File: src/hw/rtl/pcps_pkg.sv
// Shared types, constants and the word address helper for the planar cursor pixel store.
`default_nettype none

package pcps_pkg;

    // Store geometry: 32 words, each holding 8 byte lanes.
    // Lane {plane, pair}: pair 0 is opacity, pair 1 is colour.
    localparam int unsigned LANE_W     = 8;
    localparam int unsigned NUM_PLANES = 4;
    localparam int unsigned NUM_LANES  = 2 * NUM_PLANES;
    localparam int unsigned WORD_W     = LANE_W * NUM_LANES;
    localparam int unsigned WORD_DEPTH = 32;
    localparam int unsigned ADDR_W     = $clog2(WORD_DEPTH);
    localparam int unsigned LANE_SEL_W = $clog2(NUM_LANES);
    localparam int unsigned BIT_SEL_W  = $clog2(LANE_W);

    // Item kinds
    localparam logic [2:0] K_READ_PIXEL   = 3'd0;
    localparam logic [2:0] K_WRITE_COLOR  = 3'd1;
    localparam logic [2:0] K_WRITE_OPAC   = 3'd2;
    localparam logic [2:0] K_LOAD_RAW     = 3'd3;
    localparam logic [2:0] K_READ_RAW     = 3'd4;

    typedef struct packed {
        logic [2:0] kind;
        logic [4:0] px;
        logic [4:0] py;
        logic [3:0] nibble;
        logic [7:0] byte_index;
        logic [7:0] byte_value;
    } t_in_item;

    typedef struct packed {
        logic [3:0] pixel_color;
        logic [3:0] pixel_opacity;
        logic       is_clear;
        logic [7:0] raw_out;
        logic       in_bounds;
    } t_out_item;

    // Result of the modify step: write-back request plus the result item
    typedef struct packed {
        logic              wr_en;
        logic [WORD_W-1:0] wr_data;
        t_out_item         result;
    } t_rmw;

    // Word address of an item: raw kinds use the byte index, pixel kinds the
    // row and the column half (columns 0-7 live in the odd byte of a pair).
    function automatic logic [ADDR_W-1:0] word_addr(input t_in_item item);
        logic [ADDR_W-1:0] addr;
        case (item.kind)
            K_LOAD_RAW, K_READ_RAW: addr = {item.byte_index[5:2], item.byte_index[0]};
            default:                addr = {item.py[3:0], ~item.px[3]};
        endcase
        return addr;
    endfunction

endpackage

`default_nettype wire

File: src/hw/rtl/pcps_ram.sv
// Generic single-write, single-read synchronous RAM with registered read data.
`default_nettype none

module pcps_ram #(
    parameter int unsigned WIDTH = 8,
    parameter int unsigned DEPTH = 16
) (
    input  wire logic                     i_clk,
    input  wire logic                     i_wr_en,
    input  wire logic [$clog2(DEPTH)-1:0] i_wr_addr,
    input  wire logic [WIDTH-1:0]         i_wr_data,
    input  wire logic                     i_rd_en,
    input  wire logic [$clog2(DEPTH)-1:0] i_rd_addr,
    output logic      [WIDTH-1:0]         o_rd_data
);

    logic [WIDTH-1:0] r_mem [DEPTH];

    // Write port and registered read port; read data holds when not enabled
    always_ff @(posedge i_clk) begin
        if (i_wr_en) begin
            r_mem[i_wr_addr] <= i_wr_data;
        end
        if (i_rd_en) begin
            o_rd_data <= r_mem[i_rd_addr];
        end
    end

endmodule

`default_nettype wire

File: src/hw/rtl/pcps_rmw.sv
// Modify step: extracts pixel or raw data from a store word and builds its write-back.
`default_nettype none

module pcps_rmw (
    input  wire pcps_pkg::t_in_item            i_item,
    input  wire logic [pcps_pkg::WORD_W-1:0]   i_rd_data,
    output pcps_pkg::t_rmw                     o_rmw
);
    import pcps_pkg::*;

    logic [LANE_W-1:0]     lanes     [NUM_LANES];
    logic [LANE_W-1:0]     new_lanes [NUM_LANES];
    logic [BIT_SEL_W-1:0]  bit_sel;
    logic [LANE_SEL_W-1:0] raw_lane;
    logic                  in_b;
    logic [3:0]            color;
    logic [3:0]            opac;

    assign in_b     = ~i_item.px[4] & ~i_item.py[4];
    assign bit_sel  = ~i_item.px[2:0];
    assign raw_lane = {i_item.byte_index[7:6], i_item.byte_index[1]};

    // Split the word into byte lanes and gather one bit per plane
    always_comb begin
        for (int l = 0; l < NUM_LANES; l++) begin
            lanes[l] = i_rd_data[l*LANE_W +: LANE_W];
        end
        for (int p = 0; p < NUM_PLANES; p++) begin
            color[p] = lanes[2*p+1][bit_sel];
            opac[p]  = lanes[2*p][bit_sel];
        end
    end

    // Decode the kind: result fields, lane updates and write enable
    always_comb begin
        for (int l = 0; l < NUM_LANES; l++) begin
            new_lanes[l] = lanes[l];
        end
        o_rmw.wr_en  = 1'b0;
        o_rmw.result = '0;
        case (i_item.kind)
            K_READ_PIXEL: begin
                o_rmw.result.in_bounds     = in_b;
                o_rmw.result.pixel_color   = in_b ? color : 4'd0;
                o_rmw.result.pixel_opacity = in_b ? opac : 4'd0;
                o_rmw.result.is_clear      = ~in_b | (opac == 4'd0);
            end
            K_WRITE_COLOR: begin
                o_rmw.result.in_bounds = in_b;
                o_rmw.wr_en            = in_b;
                for (int p = 0; p < NUM_PLANES; p++) begin
                    new_lanes[2*p+1][bit_sel] = i_item.nibble[p];
                end
            end
            K_WRITE_OPAC: begin
                o_rmw.result.in_bounds = in_b;
                o_rmw.wr_en            = in_b;
                for (int p = 0; p < NUM_PLANES; p++) begin
                    new_lanes[2*p][bit_sel] = i_item.nibble[p];
                end
            end
            K_LOAD_RAW: begin
                o_rmw.wr_en         = 1'b1;
                new_lanes[raw_lane] = i_item.byte_value;
            end
            K_READ_RAW: begin
                o_rmw.result.raw_out = lanes[raw_lane];
            end
            default: begin
                o_rmw.wr_en = 1'b0;
            end
        endcase
        for (int l = 0; l < NUM_LANES; l++) begin
            o_rmw.wr_data[l*LANE_W +: LANE_W] = new_lanes[l];
        end
    end

endmodule

`default_nettype wire

File: src/hw/rtl/planar_cursor_pixel_store_core.sv
// Top level of the planar cursor pixel store: sequencer, store RAM and result register.
//
// Usage:
//   Input channel (i_valid / o_ready / i_item) carries one command transaction:
//   read pixel, write colour, write opacity, load raw byte or read raw byte.
//   Output channel (o_valid / i_ready / o_item) returns exactly one result
//   transaction per command, in order.
//   The accept cycle reads one 64-bit store word (all four planes of one
//   byte pair); the access state then modifies and writes it back and loads
//   the result register. A new command is accepted only once the single
//   read-modify-write pass through the store RAM has finished.
//   The result register lets the next command be accepted while a result
//   waits; if the receiver still stalls when the next result is ready, the
//   sequencer holds in its access state and o_ready stays low.
//   Reset clears the sequencer and the output valid flag only; the store has
//   no defined contents and must be loaded before pixels are read.
`default_nettype none

module planar_cursor_pixel_store_core (
    input  wire logic                i_clk,
    input  wire logic                i_rst_n,
    input  wire logic                i_valid,
    output logic                     o_ready,
    input  wire pcps_pkg::t_in_item  i_item,
    output logic                     o_valid,
    input  wire logic                i_ready,
    output pcps_pkg::t_out_item      o_item
);
    import pcps_pkg::*;

    typedef enum logic [1:0] {
        S_IDLE   = 2'b01,
        S_ACCESS = 2'b10
    } t_state;

    t_state            r_state, n_state;
    t_in_item          r_item;
    logic [ADDR_W-1:0] r_addr;
    logic              r_out_valid, n_out_valid;
    t_out_item         r_out;
    logic [WORD_W-1:0] rd_data;
    t_rmw              rmw;
    logic              in_accept;
    logic              finish;
    logic              ram_wr_en;

    assign o_ready   = (r_state == S_IDLE);
    assign in_accept = i_valid & o_ready;
    assign finish    = (r_state == S_ACCESS) & (~r_out_valid | i_ready);
    assign ram_wr_en = finish & rmw.wr_en;
    assign o_valid   = r_out_valid;
    assign o_item    = r_out;

    // Store: 32 words x 8 lanes
    pcps_ram #(
        .WIDTH (WORD_W),
        .DEPTH (WORD_DEPTH)
    ) u_store (
        .i_clk     (i_clk),
        .i_wr_en   (ram_wr_en),
        .i_wr_addr (r_addr),
        .i_wr_data (rmw.wr_data),
        .i_rd_en   (in_accept),
        .i_rd_addr (word_addr(i_item)),
        .o_rd_data (rd_data)
    );

    // Modify step on the word read back
    pcps_rmw u_rmw (
        .i_item    (r_item),
        .i_rd_data (rd_data),
        .o_rmw     (rmw)
    );

    // Sequencer and output valid
    always_comb begin
        n_state     = r_state;
        n_out_valid = r_out_valid;
        if (r_out_valid && i_ready) begin
            n_out_valid = 1'b0;
        end
        case (r_state)
            S_IDLE: begin
                if (i_valid) begin
                    n_state = S_ACCESS;
                end
            end
            S_ACCESS: begin
                if (finish) begin
                    n_state     = S_IDLE;
                    n_out_valid = 1'b1;
                end
            end
            default: begin
                n_state = S_IDLE;
            end
        endcase
    end

    always_ff @(posedge i_clk) begin
        if (!i_rst_n) begin
            r_state     <= S_IDLE;
            r_out_valid <= 1'b0;
        end else begin
            r_state     <= n_state;
            r_out_valid <= n_out_valid;
        end
    end

    // Captured command and result payload
    always_ff @(posedge i_clk) begin
        if (in_accept) begin
            r_item <= i_item;
            r_addr <= word_addr(i_item);
        end
        if (finish) begin
            r_out <= rmw.result;
        end
    end

`ifndef NO_ASSERTIONS
    // Store is written only on the way out of the access state
    a_wr_only_access: assert property (@(posedge i_clk) disable iff (!i_rst_n)
        ram_wr_en |=> (r_state == S_IDLE))
        else $error("store written outside access state");

    // An accepted transaction is worked on in the next cycle
    a_accept_to_access: assert property (@(posedge i_clk) disable iff (!i_rst_n)
        in_accept |=> (r_state == S_ACCESS))
        else $error("accepted transaction did not enter access state");

    // Finishing an access always presents a result
    a_finish_result: assert property (@(posedge i_clk) disable iff (!i_rst_n)
        finish |=> o_valid)
        else $error("finished access produced no result");

    // No write-back while idle
    a_idle_no_write: assert property (@(posedge i_clk) disable iff (!i_rst_n)
        (r_state == S_IDLE) |-> !ram_wr_en)
        else $error("store write while idle");
`endif

endmodule

`default_nettype wire
File: config.mk
export PLATFORM = sky130hd
export DESIGN_NAME = planar_cursor_pixel_store_core
export DESIGN_NICKNAME = d
export VERILOG_FILES = /design/src/hw/rtl/pcps_pkg.sv /design/src/hw/rtl/pcps_ram.sv /design/src/hw/rtl/pcps_rmw.sv /design/src/hw/rtl/planar_cursor_pixel_store_core.sv
export SDC_FILE = /design/constraint.sdc
export NUM_CORES = 2
export LEC_CHECK = 0
export BUFFER_PORTS_ARGS = -buffer_cell sky130_fd_sc_hd__buf_2
export CAP_MARGIN = 20
export CORE_UTILIZATION = 40
export DETAILED_ROUTE_END_ITERATION = 8
export PLACE_DENSITY = 0.63
export SETUP_SLACK_MARGIN = 0.1
export SYNTH_ARGS = -nofsm -noshare
export SYNTH_HDL_FRONTEND = slang
export SYNTH_SLANG_ARGS = --single-unit
export TNS_END_PERCENT = 100
File: constraint.sdc
create_clock -name i_clk -period 5 [get_ports i_clk]
set_input_delay 0.5 -clock i_clk [delete_from_list [all_inputs] [get_ports i_clk]]
set_output_delay 0.5 -clock i_clk [all_outputs]
set_load 0.1 [all_outputs]
== Yosys cells after proc, flatten, opt, wreduce, memory -nomap -nowiden ==
Memories as Yosys holds them, arrays and structs flattened. A register that Yosys moved wholly into a read port is not among the register bits.
Index checks and enable logic that the tools add are counted.
Storage, ports and cells
  flip-flop bits (word level): 59
  bits in latches: 0
  memory bits (writable): 2048
  memory bits (read-only): 0
  bits of input ports: 37
  word-level logic and storage cells: 102
  memories: 1
Cells by class
  add/subtract/negate cells: 0
  $mul: 0
  div/mod/pow operators: 0
  magnitude comparators: 4
  equal/unequal tests: 10
  shift operators: 0
  mux-type cells: 50
  bitwise operators: 13
  reductions and logical operators: 10
Memory list
  u_store.r_mem: depth 32, bits a word 64, rd ports 1, clocked after Yosys merged registers in 1, wr ports 1, RTL line pcps_ram.sv:17  | logic [WIDTH-1:0] r_mem [DEPTH];
Operator list (number)
  8-bit one-hot mux with 2 select lines: 8
  64-bit bitwise mux: 1
  8-bit bitwise mux: 8
  1-bit binary-select mux with 3-bit select: 8
  8-bit binary-select mux with 3-bit select: 1
  8-bit demux with 3-bit select: 1
  8-bit two-way mux: 3
  1-bit two-way mux: 14
  3-bit by 2-bit equality test with 1-bit output (second input constant): 3
  3-bit equality test (second input constant): 2
  5-bit two-way mux: 1
  1-bit NOT: 5
  1-bit AND: 4
  4-bit >= comparator (second input constant): 1
  4-bit zero test: 1
  3-bit by 4-bit less-than comparator with 1-bit output (second input constant): 1
  4-bit by 1-bit less-than comparator with 1-bit output (second input constant): 1
  2-bit two-way mux: 2
  2-bit inequality test (second input constant): 2
  3-bit NOT with 4-bit output: 1
  2-bit one-hot mux with 2 select lines: 1
  2-bit AND reduction: 2
  2-bit OR reduction: 2
  1-bit demux with 3-bit select: 1
  other kinds (10): 13

== Depth between registers and ports, before layout ==
  depth after elaboration: 7
  mapped depth: 12
  depth with buffers taken out: 8

== Cells and area by module ==
From an unflattened synthesis, not the netlist that was laid out.
Unflattened totals
  cell total of the unflattened synthesis: 3657
  area total of the unflattened synthesis: 84711.2 sq um
Modules (own cells, without submodules)
  pcps_ram: times used 1, cells an instance 3097, area each 79592.6 sq um, sequential area each 63420.8 sq um
  pcps_rmw: times used 1, cells an instance 464, area each 3131.8 sq um, sequential area each 0.0 sq um
  planar_cursor_pixel_store_core: times used 1, cells an instance 96, area each 1986.9 sq um, sequential area each 1741.7 sq um

== Worst setup path after synthesis ==
OpenSTA, ideal clock, no wires.
  path type: flip-flop to flip-flop
  start point: reg r_out_valid (netlist: o_valid)
  end point: mem u_store.r_mem[17][0] (netlist name), enable pin
  arrival: 5069 ps
  setup slack: -556 ps
  stages on the path, launching flop included: 7
  path buffers: 0
  clock period less this slack: 5556 ps
  cells stage by stage: dfxtp_1 -> nand2b_1 -> nor2b_1 -> nand3b_1 -> nor2_1 -> nand3b_1 -> nor2_1
Between the ends
  longest elaborated chain between the ends: 6
Ends and longest elaborated chain
  start, declared: RTL line planar_cursor_pixel_store_core.sv:39  | logic r_out_valid, n_out_valid;
  start signal, assigned: RTL line planar_cursor_pixel_store_core.sv:106  | r_out_valid <= n_out_valid;
  1-bit NOT: RTL line planar_cursor_pixel_store_core.sv:49  | assign finish = (r_state == S_ACCESS) & (~r_out_valid | i_ready);
  1-bit bitwise OR: RTL line planar_cursor_pixel_store_core.sv:49
  1-bit AND: RTL line planar_cursor_pixel_store_core.sv:49
  named net finish: RTL line planar_cursor_pixel_store_core.sv:44  | logic finish;
  1-bit AND: RTL line planar_cursor_pixel_store_core.sv:50  | assign ram_wr_en = finish & rmw.wr_en;
  1-bit two-way mux: RTL line pcps_ram.sv:21  | if (i_wr_en) begin
  1-bit two-way mux (implied by the code): RTL line pcps_ram.sv:22  | r_mem[i_wr_addr] <= i_wr_data;
  end, declared: RTL line pcps_ram.sv:17
The timed path passes the listed nets, and every way through them passes these cells.

== Final worst setup path ==
  start point: in i_item[31] (netlist name)
  end point: reg u_store.o_rd_data[17], read port of u_store.r_mem (data pin)
Between the ends
  longest elaborated chain between the ends: 3
  elaborated cells on any way between the ends: 4
  those cells by class: eq/ne: 2; mux: 1; reduce/logical: 1
Ends and longest elaborated chain
  start, declared: RTL line planar_cursor_pixel_store_core.sv:24  | input wire pcps_pkg::t_in_item i_item,
  3-bit by 2-bit equality test with 1-bit output or 3-bit equality test (tied branches): RTL line pcps_pkg.sv:52  | case (item.kind)
  2-bit OR reduction *: RTL line pcps_pkg.sv:52
  5-bit two-way mux *: RTL line pcps_pkg.sv:52
  end, declared: RTL line pcps_ram.sv:14  | output logic [WIDTH-1:0] o_rd_data
Mark *: on every way between the ends. The rest lies on a longest branch, timed or not.
A chain may end at the register's enable or synchronous reset.

==> impl_metrics.yaml <==
sta:
  finalHoldViolCount: 0
  slew_headroom_pct: 18.66
  rsz0062_at_grt: "false"
  fin_crit_ps: 3590
  final-setup-viol-count: 0
  final_max_slew_viol_count: 0
  min_period_over_period_pct: 71.79
  clock.fmax_ghz: 0.2786
  tightest_slew_ps: 1220
  setup_ws_ps: 1410
  clock_skew_ps: 57.14
  finalSetupTns_ps: 0
finish:
  layout-drive-gt1-share_pct: 12.59
  final_cell_mix: "edfxtp_1, mux2i_1, o22ai_1"
  num-nets-final: 5152
  area_growth_syn_to_layout_pct: 14.43
  fin_util_pct: 46.15
  layout_commonest_cell: "edfxtp_1"
grt:
  use_met1_pct: 29.20
  overflow: 0
  grt_max_degree: 101
  grt_busiest_layer: "met2"
  grt_usage_pct: 21.57
  grt_pass1_vias: 46320
  met3_usage_pct: 3.323
  antenna_found_initial: 6
  grt_use_met2_pct: 35.54
  grt_pass1_wl_um: 337200
route:
  wire_per_inst_um: 29.45
  num_vias: 46810
  via_per_inst: 5.761
  drc: 0
  drt-initial-drc-count: 5340
  drtAntennaViolNets: 0
  drtPass1Iterations: 5
  wl_um: 239300
logic_synthesis:
  synth_edf_count: 2158
  yosysWarnings: 0
  synth_area_mm2: 0.08673
  async_flop_share_pct: 0
  synth_largest_area_cell: "edfxtp_1"
  netlist-cell-type-count: 52
  synth.yosys.seq_area_share_pct: 74.79
  netlist_top_cells_area: "edfxtp_1, mux2i_1, o22ai_1"
  syn_inst: 4863
  synth.avg_cell_area_um2: 17.83
  ys_seq_elements: 2161
  synth_top_cell_area_share_pct: 74.72
  syn_nets: 4900
  ys.flop_type: "edfxtp_1"
setup_path:
  r2r_start: "r_item[14]$_DFFE_PP_"
  end_kind: "flip-flop"
  rr_endpoint: "u_store.r_mem[11][30]$_DFFE_PP_"
  ff2ff_setup_slack_ps: 1510
  startpoint_type: "primary input"
  worstRegToRegCells: 6
  cp.arrival_ps: 4210
  crit_fanout: 31
  worstSetupPathType: "in -> reg"
  crit_path_end: "u_store.o_rd_data[17]$_DFFE_PP_"
  startpoint: "i_item[31]"
  critical_path_required_ps: 5620
floorplanning:
  dieArea_mm2: 0.2187
  row_count: 170
  die_x_um: 467.6
  ioPinCount: 57
  die_y_um: 467.6
  initial_utilization_pct: 40.33
  core_area_mm2: 0.2150
power_and_ir_drop:
  leakagePower_nw: 35.03
  power.density_mw_per_mm2: 403.1
  p_comb_share_pct: 9.7
  internal-power_mw: 30.41
  vdd_drop_max_mv: 0.3678
  p_switching_mw: 9.599
  clock_power_share_pct: 38.1
  totalPowerFinal_mw: 40.01
  swShare_pct: 23.99
  seqPwrFrac_pct: 52.3
clocking:
  tritoncts: "yes"
  postCtsSetupBuffers: 0
  worst_skew_pair.late_latency_ps: 880
  htree_levels: 4
  cts-buffers-inserted: 211
  clockBufferDepth: 3
  clk_pin_slew_ps: 60
  cts.sink_count: 2161
  cts-root-buf: "clkbuf_16"
placement:
  dpl_worst_slack_ps: 1167
  routabilityCongestion: 0.9316
  portBuffers: 56
  dp_hpwl_um: 133100
worst_hold_path:
  min_path_type: "in -> reg"
run:
  cap_viol_max_count: 0
status:
  outcome: "finished clean"
## logic make-up after synthesis
kind of cell	share of synthesized area [%]
flip-flops	74.79
multiplexers	17.61
AO/OA/AOI/OAI	3.761
AND/OR/NAND/NOR	2.272
buffers and inverters	1.562
adder cells (fa/ha/maj)	0.01154
## power by group through the flow
stage,clock network [mW],registers [mW],logic [mW]
detailed placement,0,21.3,3.74
global route,16.1,20.9,4.09
global placement,0,21.3,3.66
finish,15.2,20.9,3.87
CTS,15.4,20.9,3.77
floorplan,0,21.1,2.49
## stage by stage
stage                     instance area (um2)  instances  hold WS [ps]
after global routing                    99240       8123         122.3
after CTS                               98940       8109         100.6
after global placement                  92070       7700         507.3
after floorplan                         86730       4863         504.9
after detailed placement                92100       7702         533.5
final                                   99240       8125         149.7
## sequential cells by signal, summed over array words and instances, names as in the netlist
name / count
o_item: 18
o_valid: 1
r_addr: 5
r_item: 23
r_state: 2
u_store.o_rd_data: 64
u_store.r_mem: 2048
## how the worst min path moves through the flow
stage	start	slack, ps	cells past startpoint	to
2_1_floorplan	r_state[1]$_SDFFE_PN0P_	500	2	o_valid$_SDFF_PN0_
3_3_place_gp	o_valid$_SDFF_PN0_	510	2	o_valid$_SDFF_PN0_
3_5_place_dp	o_valid$_SDFF_PN0_	530	2	o_valid$_SDFF_PN0_
4_1_cts	i_valid	100	2	r_addr[0]$_DFFE_PP_
5_1_grt	i_valid	120	2	r_addr[0]$_DFFE_PP_
6_report	i_valid	150	2	r_addr[1]$_DFFE_PP_
## area by class of cell
cell class / count / area, um2
repair buffers: 315 / 3267
flip-flops and latches: 2161 / 64860
fillers: 18029 / 115800
clock buffers: 255 / 5475
inverters: 13 / 48.80
diodes: 3 / 7.507
multi-input cells: 2413 / 20920
clock inverters: 127 / 1111
well taps: 2838 / 3551
## routing by layer
layer / vias to the layer above / part of all wire [%]
met1: 24546 / 42
met3: 392 / 6.6
li1: 20061 / -
met5: - / 0
met4: 0 / 3.2
met2: 1811 / 48
## repair_timing
action	in CTS	in global routing
hold endpoints to repair	26	0
hold buffers	25	0
gates resized for setup	0	0
## synth_stat cells (4+ instances only)
cell type  count
a2111oi_0     17
a211oi_1       7
a21oi_1       45
a221o_1       23
a221oi_1       7
a22oi_1       19
a32oi_1       12
and2_1         6
buf_1         20
buf_2        141
buf_4         23
clkbuf_1      91
edfxtp_1    2158
inv_1         10
mux2_2        10
mux2i_1     1476
mux4_2        17
nand2_1      127
nand2b_1      10
nand3_1       18
nand3b_1       5
nand4_1       13
nor2_1       132
nor2b_1        8
nor3_1         6
nor3b_1        4
nor4_1        60
nor4b_1       12
o211ai_1      13
o21ai_0       41
o22ai_1      291
## critical path, stage by stage
cell and delay (ps):
dlygate4sd3_1 540, buf_2 180, or3b_1 450, o32a_1 190, nand2_1 290, inv_2 40
buf_4 250, nor2_1 460, nand2_4 430, buf_12 330, o22ai_1 250, nor4_1 110
buf_4 140
Note: power is estimated with default switching activity, not from simulation.
